[config.mk]
export PLATFORM = sky130hd
export DESIGN_NAME = take_back_half_velocity_control
export DESIGN_NICKNAME = d
export VERILOG_FILES = /design/src/rtl/tbvc_pkg.sv /design/src/rtl/take_back_half_velocity_control.sv /design/src/rtl/tbvc_dp.sv /design/src/rtl/tbvc_ctrl.sv
export SDC_FILE = /design/constraint.sdc
export NUM_CORES = 2
export LEC_CHECK = 0
export BUFFER_PORTS_ARGS = -buffer_cell sky130_fd_sc_hd__buf_4
export CORE_ASPECT_RATIO = 0.8
export CORE_MARGIN = 4
export CORE_UTILIZATION = 45
export CTS_CLUSTER_SIZE = 24
export DETAILED_ROUTE_END_ITERATION = 10
export PLACE_DENSITY = 0.72
export SKIP_CTS_REPAIR_TIMING = 1
export SYNTH_ARGS = -nofsm -noshare
export SYNTH_HDL_FRONTEND = slang
export SYNTH_HIERARCHICAL = 1
export SYNTH_SLANG_ARGS = --single-unit
[constraint.sdc]
create_clock -name clk_i -period 15.95 [get_ports clk_i]
set_input_delay 4.785 -clock clk_i [delete_from_list [all_inputs] [get_ports clk_i]]
set_output_delay 4.785 -clock clk_i [all_outputs]
set_load 0.01 [all_outputs]
[src/rtl/tbvc_pkg.sv]
// Package with the shared constants, codes and command types of the velocity controller.
package tbvc_pkg;

  localparam int unsigned GAIN_W = 24;
  localparam int unsigned DRIVE_W = 17;
  localparam int unsigned SPEED_W = 12;
  localparam int unsigned RPM_W = 9;
  localparam int unsigned MV_W = 15;
  localparam int unsigned ERR_W = 15;
  localparam int unsigned PROD_W = 39;

  localparam logic [1:0] MODE_TICK = 2'd0;
  localparam logic [1:0] MODE_TARGET = 2'd1;
  localparam logic [1:0] MODE_REVERSE = 2'd2;

  localparam logic [1:0] SIGN_ZERO = 2'b00;
  localparam logic [1:0] SIGN_POS = 2'b01;
  localparam logic [1:0] SIGN_NEG = 2'b11;

  localparam logic [DRIVE_W-1:0] FULL_DRIVE = 17'd65536;
  localparam logic [SPEED_W-1:0] TOP_SPEED = 12'd3600;
  localparam logic [13:0] FULL_MV = 14'd12000;
  localparam logic signed [MV_W-1:0] NEG_FULL_MV = -15'sd12000;
  localparam logic [GAIN_W-1:0] GAIN_RESET = 24'd256;

  // Target to Q1.16 drive is t * 4096 / 225, taken by reciprocal and corrected once.
  localparam logic [16:0] GUESS_RECIP = 17'd74565;
  localparam logic [7:0] GUESS_DIVISOR = 8'd225;

  typedef struct packed {
    logic accept;
    logic set_target;
    logic toggle_rev;
    logic mul;
    logic sum;
    logic tgt_guess;
    logic tgt_fix;
    logic load_out;
  } dp_cmd_t;

  typedef struct packed {
    logic reverse_active;
  } dp_status_t;

endpackage

[src/rtl/take_back_half_velocity_control.sv]
// Top level of the take back half flywheel velocity controller.
// A control tick forms the error as the beat is taken, then passes the multiply state for the
// gain multiply, the sum state for the integrate, clamp and crossing update, and the output
// state for the millivolt scaling into the result register. A tick while reverse spin is
// active goes straight to the output state. A set target beat passes the guess state for the
// reciprocal multiply and the fix state for its correction or the given estimate. A toggle of
// reverse spin, or an unused mode, gives no result. Input stalls while a beat is in work, and
// a tick also waits in the output state while a previous result is still stalled at the output.
module take_back_half_velocity_control (
  input  logic                              clk_i,
  input  logic                              rst_ni,
  input  logic                              cfg_we_i,
  input  logic [tbvc_pkg::GAIN_W-1:0]       cfg_wdata_i,
  input  logic                              in_valid_i,
  output logic                              in_stall_o,
  input  logic [1:0]                        mode_i,
  input  logic signed [tbvc_pkg::RPM_W-1:0] measured_rpm_i,
  input  logic [tbvc_pkg::SPEED_W-1:0]      target_speed_i,
  input  logic                              estimate_given_i,
  input  logic [tbvc_pkg::DRIVE_W-1:0]      drive_estimate_i,
  output logic                              out_valid_o,
  input  logic                              out_stall_i,
  output logic signed [tbvc_pkg::MV_W-1:0]  motor_millivolts_o,
  output logic [tbvc_pkg::DRIVE_W-1:0]      drive_level_o
);

  tbvc_pkg::dp_cmd_t cmd;
  tbvc_pkg::dp_status_t status;

  tbvc_ctrl u_ctrl (
    .clk_i       (clk_i),
    .rst_ni      (rst_ni),
    .in_valid_i  (in_valid_i),
    .in_stall_o  (in_stall_o),
    .mode_i      (mode_i),
    .out_valid_o (out_valid_o),
    .out_stall_i (out_stall_i),
    .status_i    (status),
    .cmd_o       (cmd)
  );

  tbvc_dp u_dp (
    .clk_i              (clk_i),
    .rst_ni             (rst_ni),
    .cmd_i              (cmd),
    .status_o           (status),
    .cfg_we_i           (cfg_we_i),
    .cfg_wdata_i        (cfg_wdata_i),
    .measured_rpm_i     (measured_rpm_i),
    .target_speed_i     (target_speed_i),
    .estimate_given_i   (estimate_given_i),
    .drive_estimate_i   (drive_estimate_i),
    .motor_millivolts_o (motor_millivolts_o),
    .drive_level_o      (drive_level_o)
  );

endmodule

[src/rtl/tbvc_dp.sv]
// Datapath of the velocity controller: controller state, arithmetic and the result register.
module tbvc_dp (
  input  logic                                  clk_i,
  input  logic                                  rst_ni,
  input  tbvc_pkg::dp_cmd_t                     cmd_i,
  output tbvc_pkg::dp_status_t                  status_o,
  input  logic                                  cfg_we_i,
  input  logic [tbvc_pkg::GAIN_W-1:0]           cfg_wdata_i,
  input  logic signed [tbvc_pkg::RPM_W-1:0]     measured_rpm_i,
  input  logic [tbvc_pkg::SPEED_W-1:0]          target_speed_i,
  input  logic                                  estimate_given_i,
  input  logic [tbvc_pkg::DRIVE_W-1:0]          drive_estimate_i,
  output logic signed [tbvc_pkg::MV_W-1:0]      motor_millivolts_o,
  output logic [tbvc_pkg::DRIVE_W-1:0]          drive_level_o
);

  logic [tbvc_pkg::GAIN_W-1:0] gain_q;
  logic [tbvc_pkg::SPEED_W-1:0] target_q;
  logic [1:0] sign_q;
  logic [tbvc_pkg::DRIVE_W-1:0] drive_q, crossing_q, guess_q;
  logic await_q, reverse_q;

  logic signed [tbvc_pkg::ERR_W-1:0] err_q;
  logic signed [tbvc_pkg::PROD_W-1:0] prod_q;
  logic est_given_q;
  logic [tbvc_pkg::DRIVE_W-1:0] est_sat_q, q0_q;
  logic signed [tbvc_pkg::MV_W-1:0] mv_q;
  logic [tbvc_pkg::DRIVE_W-1:0] level_q;

  logic [tbvc_pkg::SPEED_W-1:0] target_sat, target_sel;
  logic signed [tbvc_pkg::ERR_W-1:0] rpm_ext, rpm_scaled, err_d;
  logic [tbvc_pkg::DRIVE_W-1:0] est_sat;
  logic signed [tbvc_pkg::PROD_W-1:0] prod_d, rounded;
  logic signed [30:0] inc;
  logic signed [31:0] sum_w;
  logic [tbvc_pkg::DRIVE_W-1:0] clamped, mean, drive_d;
  logic [17:0] mean_sum;
  logic [1:0] err_sign;
  logic crossed;
  logic [28:0] recip_prod;
  logic [24:0] q0_times, remainder;
  logic [tbvc_pkg::DRIVE_W-1:0] guess_calc;
  logic [29:0] mv_prod;

  assign status_o.reverse_active = reverse_q;

  assign target_sat = (target_speed_i > tbvc_pkg::TOP_SPEED) ? tbvc_pkg::TOP_SPEED
                                                             : target_speed_i;
  assign target_sel = cmd_i.set_target ? target_sat : target_q;
  assign rpm_ext = {{(tbvc_pkg::ERR_W - tbvc_pkg::RPM_W){measured_rpm_i[tbvc_pkg::RPM_W-1]}},
                    measured_rpm_i};
  assign rpm_scaled = (rpm_ext <<< 4) + (rpm_ext <<< 1);
  assign err_d = $signed({3'b000, target_sel}) - rpm_scaled;
  assign est_sat = (drive_estimate_i > tbvc_pkg::FULL_DRIVE) ? tbvc_pkg::FULL_DRIVE
                                                             : drive_estimate_i;

  assign prod_d = $signed({{24{err_q[tbvc_pkg::ERR_W-1]}}, err_q})
                * $signed({15'b0, gain_q});

  assign rounded = prod_q + 39'sd128;
  assign inc = rounded[38:8];
  assign sum_w = $signed({15'b0, drive_q}) + $signed({inc[30], inc});

  always_comb begin
    if (sum_w[31]) begin
      clamped = '0;
    end else if (sum_w > $signed({15'b0, tbvc_pkg::FULL_DRIVE})) begin
      clamped = tbvc_pkg::FULL_DRIVE;
    end else begin
      clamped = sum_w[16:0];
    end
  end

  assign err_sign = (err_q == '0) ? tbvc_pkg::SIGN_ZERO
                  : (err_q[tbvc_pkg::ERR_W-1] ? tbvc_pkg::SIGN_NEG : tbvc_pkg::SIGN_POS);
  assign crossed = (err_sign != sign_q);
  assign mean_sum = {1'b0, clamped} + {1'b0, crossing_q};
  assign mean = mean_sum[17:1];

  always_comb begin
    drive_d = clamped;
    if (crossed) begin
      drive_d = await_q ? guess_q : mean;
    end
  end

  assign recip_prod = {12'b0, target_q} * {12'b0, tbvc_pkg::GUESS_RECIP};
  assign q0_times = {8'b0, q0_q} * {17'b0, tbvc_pkg::GUESS_DIVISOR};
  assign remainder = {1'b0, target_q, 12'b0} - q0_times;
  assign guess_calc = (remainder >= {17'b0, tbvc_pkg::GUESS_DIVISOR}) ? q0_q + 17'd1 : q0_q;

  assign mv_prod = ({13'b0, drive_q} * {16'b0, tbvc_pkg::FULL_MV}) + 30'd32768;

  always_ff @(posedge clk_i or negedge rst_ni) begin
    if (!rst_ni) begin
      gain_q <= tbvc_pkg::GAIN_RESET;
      target_q <= '0;
      sign_q <= tbvc_pkg::SIGN_ZERO;
      drive_q <= '0;
      crossing_q <= '0;
      guess_q <= '0;
      await_q <= 1'b0;
      reverse_q <= 1'b0;
    end else begin
      if (cfg_we_i) begin
        gain_q <= cfg_wdata_i;
      end
      if (cmd_i.set_target) begin
        target_q <= target_sat;
      end
      if (cmd_i.toggle_rev) begin
        reverse_q <= ~reverse_q;
      end
      if (cmd_i.tgt_guess) begin
        sign_q <= err_sign;
        await_q <= 1'b1;
        crossing_q <= '0;
      end
      if (cmd_i.tgt_fix) begin
        guess_q <= est_given_q ? est_sat_q : guess_calc;
      end
      if (cmd_i.sum) begin
        drive_q <= drive_d;
        sign_q <= err_sign;
        if (crossed) begin
          crossing_q <= drive_d;
          if (await_q) begin
            await_q <= 1'b0;
          end
        end
      end
    end
  end

  always_ff @(posedge clk_i) begin
    if (cmd_i.accept) begin
      err_q <= err_d;
      est_given_q <= estimate_given_i;
      est_sat_q <= est_sat;
    end
    if (cmd_i.mul) begin
      prod_q <= prod_d;
    end
    if (cmd_i.tgt_guess) begin
      q0_q <= recip_prod[28:12];
    end
    if (cmd_i.load_out) begin
      mv_q <= reverse_q ? tbvc_pkg::NEG_FULL_MV
                        : $signed({1'b0, mv_prod[29:16]});
      level_q <= drive_q;
    end
  end

  assign motor_millivolts_o = mv_q;
  assign drive_level_o = level_q;

`ifndef NO_ASSERTIONS
  a_drive_range: assert property (@(posedge clk_i) disable iff (!rst_ni)
    drive_q <= tbvc_pkg::FULL_DRIVE)
    else $error("drive level above full drive");
  a_guess_range: assert property (@(posedge clk_i) disable iff (!rst_ni)
    cmd_i.tgt_fix |=> guess_q <= tbvc_pkg::FULL_DRIVE)
    else $error("first crossing guess above full drive");
  a_sign_code: assert property (@(posedge clk_i) disable iff (!rst_ni)
    (sign_q == tbvc_pkg::SIGN_ZERO) || (sign_q == tbvc_pkg::SIGN_POS) ||
    (sign_q == tbvc_pkg::SIGN_NEG))
    else $error("invalid error sign code");
`endif

endmodule

[src/rtl/tbvc_ctrl.sv]
// Controller state machine that sequences ticks, target updates and result beats.
module tbvc_ctrl (
  input  logic                 clk_i,
  input  logic                 rst_ni,
  input  logic                 in_valid_i,
  output logic                 in_stall_o,
  input  logic [1:0]           mode_i,
  output logic                 out_valid_o,
  input  logic                 out_stall_i,
  input  tbvc_pkg::dp_status_t status_i,
  output tbvc_pkg::dp_cmd_t    cmd_o
);

  typedef enum logic [2:0] {
    S_IDLE,
    S_MUL,
    S_SUM,
    S_GUESS,
    S_FIX,
    S_OUT
  } state_e;

  state_e state_q;
  logic out_valid_q;
  logic accept, slot_free;

  assign in_stall_o = (state_q != S_IDLE);
  assign accept = in_valid_i && (state_q == S_IDLE);
  assign slot_free = !out_valid_q || !out_stall_i;

  always_comb begin
    cmd_o = '0;
    cmd_o.accept = accept;
    cmd_o.set_target = accept && (mode_i == tbvc_pkg::MODE_TARGET);
    cmd_o.toggle_rev = accept && (mode_i == tbvc_pkg::MODE_REVERSE);
    cmd_o.mul = (state_q == S_MUL);
    cmd_o.sum = (state_q == S_SUM);
    cmd_o.tgt_guess = (state_q == S_GUESS);
    cmd_o.tgt_fix = (state_q == S_FIX);
    cmd_o.load_out = (state_q == S_OUT) && slot_free;
  end

  always_ff @(posedge clk_i or negedge rst_ni) begin
    if (!rst_ni) begin
      state_q <= S_IDLE;
      out_valid_q <= 1'b0;
    end else begin
      if (cmd_o.load_out) begin
        out_valid_q <= 1'b1;
      end else if (!out_stall_i) begin
        out_valid_q <= 1'b0;
      end
      unique case (state_q)
        S_IDLE: begin
          if (accept) begin
            unique case (mode_i)
              tbvc_pkg::MODE_TICK: begin
                state_q <= status_i.reverse_active ? S_OUT : S_MUL;
              end
              tbvc_pkg::MODE_TARGET: begin
                state_q <= S_GUESS;
              end
              default: begin
                state_q <= S_IDLE;
              end
            endcase
          end
        end
        S_MUL: begin
          state_q <= S_SUM;
        end
        S_SUM: begin
          state_q <= S_OUT;
        end
        S_GUESS: begin
          state_q <= S_FIX;
        end
        S_FIX: begin
          state_q <= S_IDLE;
        end
        S_OUT: begin
          if (slot_free) begin
            state_q <= S_IDLE;
          end
        end
        default: begin
          state_q <= S_IDLE;
        end
      endcase
    end
  end

  assign out_valid_o = out_valid_q;

`ifndef NO_ASSERTIONS
  a_load_free: assert property (@(posedge clk_i) disable iff (!rst_ni)
    cmd_o.load_out |-> (!out_valid_q || !out_stall_i))
    else $error("result loaded over a pending beat");
  a_hold_beat: assert property (@(posedge clk_i) disable iff (!rst_ni)
    (out_valid_q && out_stall_i) |=> out_valid_q)
    else $error("stalled result beat dropped");
  a_rise_from_out: assert property (@(posedge clk_i) disable iff (!rst_ni)
    $rose(out_valid_q) |-> $past(state_q) == S_OUT)
    else $error("result beat raised outside the output state");
`endif

endmodule
# Word level (Yosys, flattened, before mapping)
# Cells that the tools add are included.
[totals]
input_bits = 70
elab_cells = 86
output_inout_bits = 34
regBits = 216
[classes]
n_eq_ne = 11
add_sub_neg = 8
muxes = 27
bitwise_logic = 1
n_lt_le_gt_ge = 4
n_reduce_logical = 13
n_mul = 4
[op_table]
columns = ["op", "count"]
rows = [
  ["$mux 17", 9],
  ["$add 39x9->39 const B", 1],
  ["$mul 15x25->39", 1],
  ["$add 18x31->32", 1],
  ["$gt 32x18->1 const B", 1],
  ["$add 30x16->30 const B", 1],
  ["$mul 12x17->29 const B", 1],
  ["$ge 25x8->1 const B", 1],
  ["$mul 17x8->25 const B", 1],
  ["$mul 17x9->25 const B", 1],
  ["$sub 24x25->25", 1],
  ["$mux 12", 2],
  ["$add 17x17->18", 1],
  ["$add 17x1->17 const B", 1],
  ["$gt 17x17->1 const B", 1],
  ["$logic_not 15->1", 1],
  ["$mux 15", 1],
  ["$pmux 3 s5", 1],
  ["$sub 13x15->15", 1],
  ["$add 13x10->14", 1],
  ["$gt 12x12->1 const B", 1],
  ["$mux 3", 3],
  ["$mux 2", 4],
  ["$eq 3x2->1 const B", 2],
  ["17 further kinds", 29],
]

# Longest topological paths before layout
[logic_depth]
word_depth = 10
mapped_depth = 33
ltp_nobuf = 31

# Modules after synthesis
# The synthesis kept the hierarchy.
[modules_own_cells]
columns = ["module", "area_each_um2", "instances", "seq_area_each_um2", "cells_each"]
rows = [
  ["tbvc_dp", 31577.8, 1, 5701.7, 3298],
  ["tbvc_ctrl", 287.8, 1, 100.1, 31],
]

# Worst setup path before layout
# No wires, ideal clock.
[synth_timing]
kind = "in2reg"
from = "in in_valid_i"
to = "reg u_dp/err_q[12] in the netlist's numbering, data pin"
n_path_buf = 0
setup_time_ps = 258
arrival_time_ps = 7862
path_slack_ps = 7830
path_stages = 21
required_ps = 15692
path_cell_list = "nor2b_1 > and3_2 > inv_1 > nor2_1 > a22oi_1 > ha_1 > inv_1 > ha_1 > a21boi_0 > o21ai_0 > nand2b_1 > a21oi_1 > nor2b_1 > o21ai_0 > nand2_1 > and2_1 > o21ai_0 > nand2b_1 > a21o_1 > a21o_1 > xor2_1"
[synth_lines]
columns = ["item", "line_no", "text"]
rows = [
  ["start, declared", "take_back_half_velocity_control.sv:14", "input logic in_valid_i,"],
  ["end signal, assigned", "tbvc_dp.sv:137", "err_q <= err_d;"],
  ["end, declared", "tbvc_dp.sv:23", "logic signed [tbvc_pkg::ERR_W-1:0] err_q;"],
]

==> metrics.cfg <==
[status]
status = completed

[drt]
drt_pre_antenna_iters = 5
wl_per_cell_um = 16.7
avgViaCountPerCell = 5.35
route.vias.total = 23147
total_wirelength_mm = 72.4
post-route-drc-count = 0
iter_0_drt_violations = 1667
detail_route_antenna_nets = 0

[yosys]
ys_ff_latch = 209
synthCells = 3329
async_reset_ff_share_pct = 45.5
synth_area_per_cell_um2 = 9.57
synth_enable_flop_cells = 114
synth-main-ff-cell = sky130_fd_sc_hd__edfxtp_1
post_synthesis_sequential_area_ratio_pct = 18.2
netlist_area_um2 = 31900
synthDistinctLibCells = 85
synth_nets = 4267
synth_warnings = 6

[sta]
worstMarginPinSlew_ns = 1.21
worst_slew_margin_rel_pct = 19.4
hold_violations = 0
layout_setup_ws_ns = 7.63
rsz0062_at_grt = false
final_max_slew_viol_count = 0
layout_worst_path_cycle_share_pct = 52.2
final-setup-viol-count = 0
finalWorstPathRequiredPeriod_ns = 8.32
clock.fmax_mhz = 120
setup_total_negative_slack_ns = 0
fin_skew_ns = 0.0416

[die]
num_io_pins = 104
floorplan.die.width_um = 306
die-area_um2 = 75200
dieHeight_um = 246
cell_row_count = 86
core_area_um2 = 69500
initial_utilization_pct = 45.8

[critical_path]
crit_path_start_kind = primary input
crit_arrival_ns = 8.63
criticalPathCategory = in2reg
critPathRequiredTime_ns = 16.26
cp_max_fo = 16
cp-end-kind = flip-flop

[clock_network]
cts_buffers = 26
insertion_delay_ns = 0.60
ctsRootBufferMaster = sky130_fd_sc_hd__clkbuf_16
clock_sinks = 209
ctsLongestPathBuffers = 3
clock_tree.htree_level_count = 1
cts_tree = yes
path_clk_slew_ns = 0.06

[place]
port_buffers = 103
dpl.hpwl_mm = 56.9
globalplace.congestion = 0.881
detailedPlace.worstSlack_ns = 7.07

[min_path]
path_class_of_the_lowest_slack_min_delay_path = reg2reg

[global_route]
overflow_left_after_global_routing = 0
grt_start_max_net_pins = 69
grt_antenna_before_repair = 0
grt_usage_pct = 19.7
first_global_vias = 23642
global_route_wire_length_before_repair_mm = 122

[layout]
regArea_um2 = 5800
area_growth_pct = 8.12
final_layout_size_suffix_gt1_share_pct = 6.73
layout.filler_cells = 6454
multi_input_comb_area_um2 = 23300
design.final.nets = 4322
insertedDiodeCount = 0

[run]
max_cap_violations = 0

[worst paths after layout]
| check | slack [ns] | from | to | depth (start not counted) |
|---|---|---|---|---|
| worst max-delay path | 7.63 | mode_i[1] | u_dp/err_q[12]$_DFFE_PP_ | 22 |
| worst min-delay path | 0.49 | u_dp/crossing_q[12]$_DFF_PN0_ | u_dp/crossing_q[12]$_DFF_PN0_ | 1 |
| worst max register to register | 8.01 | u_dp/prod_q[7]$_DFFE_PP_ | u_dp/drive_q[15]$_DFFE_PN0P_ | 30 |
| worst min register to register | 0.49 | u_dp/crossing_q[12]$_DFF_PN0_ | u_dp/crossing_q[12]$_DFF_PN0_ | 1 |
| max in group asynchronous | 10.55 | rst_ni | u_dp/drive_q[3]$_DFFE_PN0P_ | 2 |
| min in group asynchronous | 4.16 | rst_ni | u_dp/gain_q[5]$_DFFE_PN0P_ | 1 |
[layout make-up]
| type | instances | share of cell area (%) |
|---|---|---|
| clock buffers | 32 | 2.07 |
| inverters | 633 | 6.90 |
| clock inverters | 16 | 0.472 |
| flip-flops and latches | 209 | 16.8 |
| well taps | 924 | 3.36 |
| repair buffers | 122 | 2.66 |
| multi-input cells | 2392 | 67.7 |
[logic make-up after synthesis]
| kind of cell | synth area share (%) |
|---|---|
| adders and majority gates | 44.5 |
| buffers and inverters | 8.67 |
| AOI/OAI and AO/OA | 8.41 |
| xor gates and xnor gates | 4.54 |
| DFF | 18.2 |
| and+or+nand+nor | 14.4 |
| muxes | 1.25 |
[stage by stage]
stage | std cells | instance area [um2] | hold WS [ns] | utilization (%)
finish | 4328 | 34500 | 0.488 | 49.6
global placement | 4280 | 33600 | 0.468 | 48.3
global route | 4328 | 34500 | 0.495 | 49.6
detailed placement | 4280 | 33600 | 0.474 | 48.3
floorplan | 3329 | 31900 | 0.452 | -
CTS | 4328 | 34500 | 0.488 | 49.6
[synthesized netlist by cell type, drive strengths merged, types with 89 or more instances]
| cell | instances | area (um2) |
|---|---|---|
| inv | 631 | 2370 |
| nand2 | 310 | 1160 |
| o21ai | 94 | 470 |
| a21oi | 104 | 524 |
| nor2 | 140 | 526 |
| clkbuf | 89 | 335 |
| edfxtp | 114 | 3420 |
| and2 | 143 | 897 |
| xnor2 | 112 | 981 |
| dfrtp | 94 | 2350 |
| ha | 425 | 5320 |
| fa | 443 | 8870 |
[registers in the layout, indices dropped and copies added (netlist names), 2 cells and up]
| name | cells |
|---|---|
| u_dp/guess_q | 17 |
| u_dp/prod_q | 32 |
| u_dp/sign_q | 2 |
| u_dp/crossing_q | 17 |
| u_dp/err_q | 15 |
| u_dp/gain_q | 24 |
| u_dp/q0_q | 17 |
| u_dp/target_q | 12 |
| u_dp/motor_millivolts_o | 15 |
| u_dp/drive_level_o | 17 |
| u_ctrl/state_q | 3 |
| u_dp/drive_q | 17 |
| u_dp/est_sat_q | 17 |
[routing by layer]
metal	up-vias	routed length, um	track usage (%)
li1	10909	-	-
met1	11441	33700	28.9
met2	706	32000	30.4
met3	91	5410	4.23
met4	0	1360	3.61
met5	-	0	0
[placed cells by master, fill, tap and decap left out, drive strengths merged, types with 8 or more instances in the layout]
cell and count:
ha 425, nand2b 42, a31oi 20, o22ai 8
xor2 53, nor2b 49, nand4 29, o21ai 94
o211ai 13, or2 9, a211oi 13, mux2 30
edfxtp 114, and4 9, and3 15, buf 122
nand2 310, xnor2 112, o221ai 14, nor3 38
o31ai 10, o21a 16, fa 443, and2 143
clkinv 11, nand3 68, o31a 8, or3 11
clkbuf 32, o21bai 15, dfrtp 94, inv 633
a21o 39, a21oi 104, nor2 140, nor4 24
[worst max-delay path, stage by stage]
cell and delay (ns):
sky130_fd_sc_hd__buf_4 0.11, sky130_fd_sc_hd__nor2b_1 0.21, sky130_fd_sc_hd__and3_2 0.49, sky130_fd_sc_hd__inv_1 0.20
sky130_fd_sc_hd__nor2_1 0.21, sky130_fd_sc_hd__a22oi_1 0.12, sky130_fd_sc_hd__ha_1 0.30, sky130_fd_sc_hd__inv_1 0.04
sky130_fd_sc_hd__ha_1 0.30, sky130_fd_sc_hd__a21boi_0 0.16, sky130_fd_sc_hd__o21ai_0 0.17, sky130_fd_sc_hd__nand2b_1 0.07
sky130_fd_sc_hd__a21oi_1 0.22, sky130_fd_sc_hd__nor2b_1 0.07, sky130_fd_sc_hd__o21ai_0 0.15, sky130_fd_sc_hd__nand2_1 0.08
sky130_fd_sc_hd__and2_1 0.17, sky130_fd_sc_hd__o21ai_0 0.15, sky130_fd_sc_hd__nand2b_1 0.10, sky130_fd_sc_hd__a21o_1 0.18
sky130_fd_sc_hd__a21o_1 0.19, sky130_fd_sc_hd__xor2_1 0.14
Power is not shown: default switching activity piles up to over one toggle a cycle in this logic, so the estimate is an artifact.
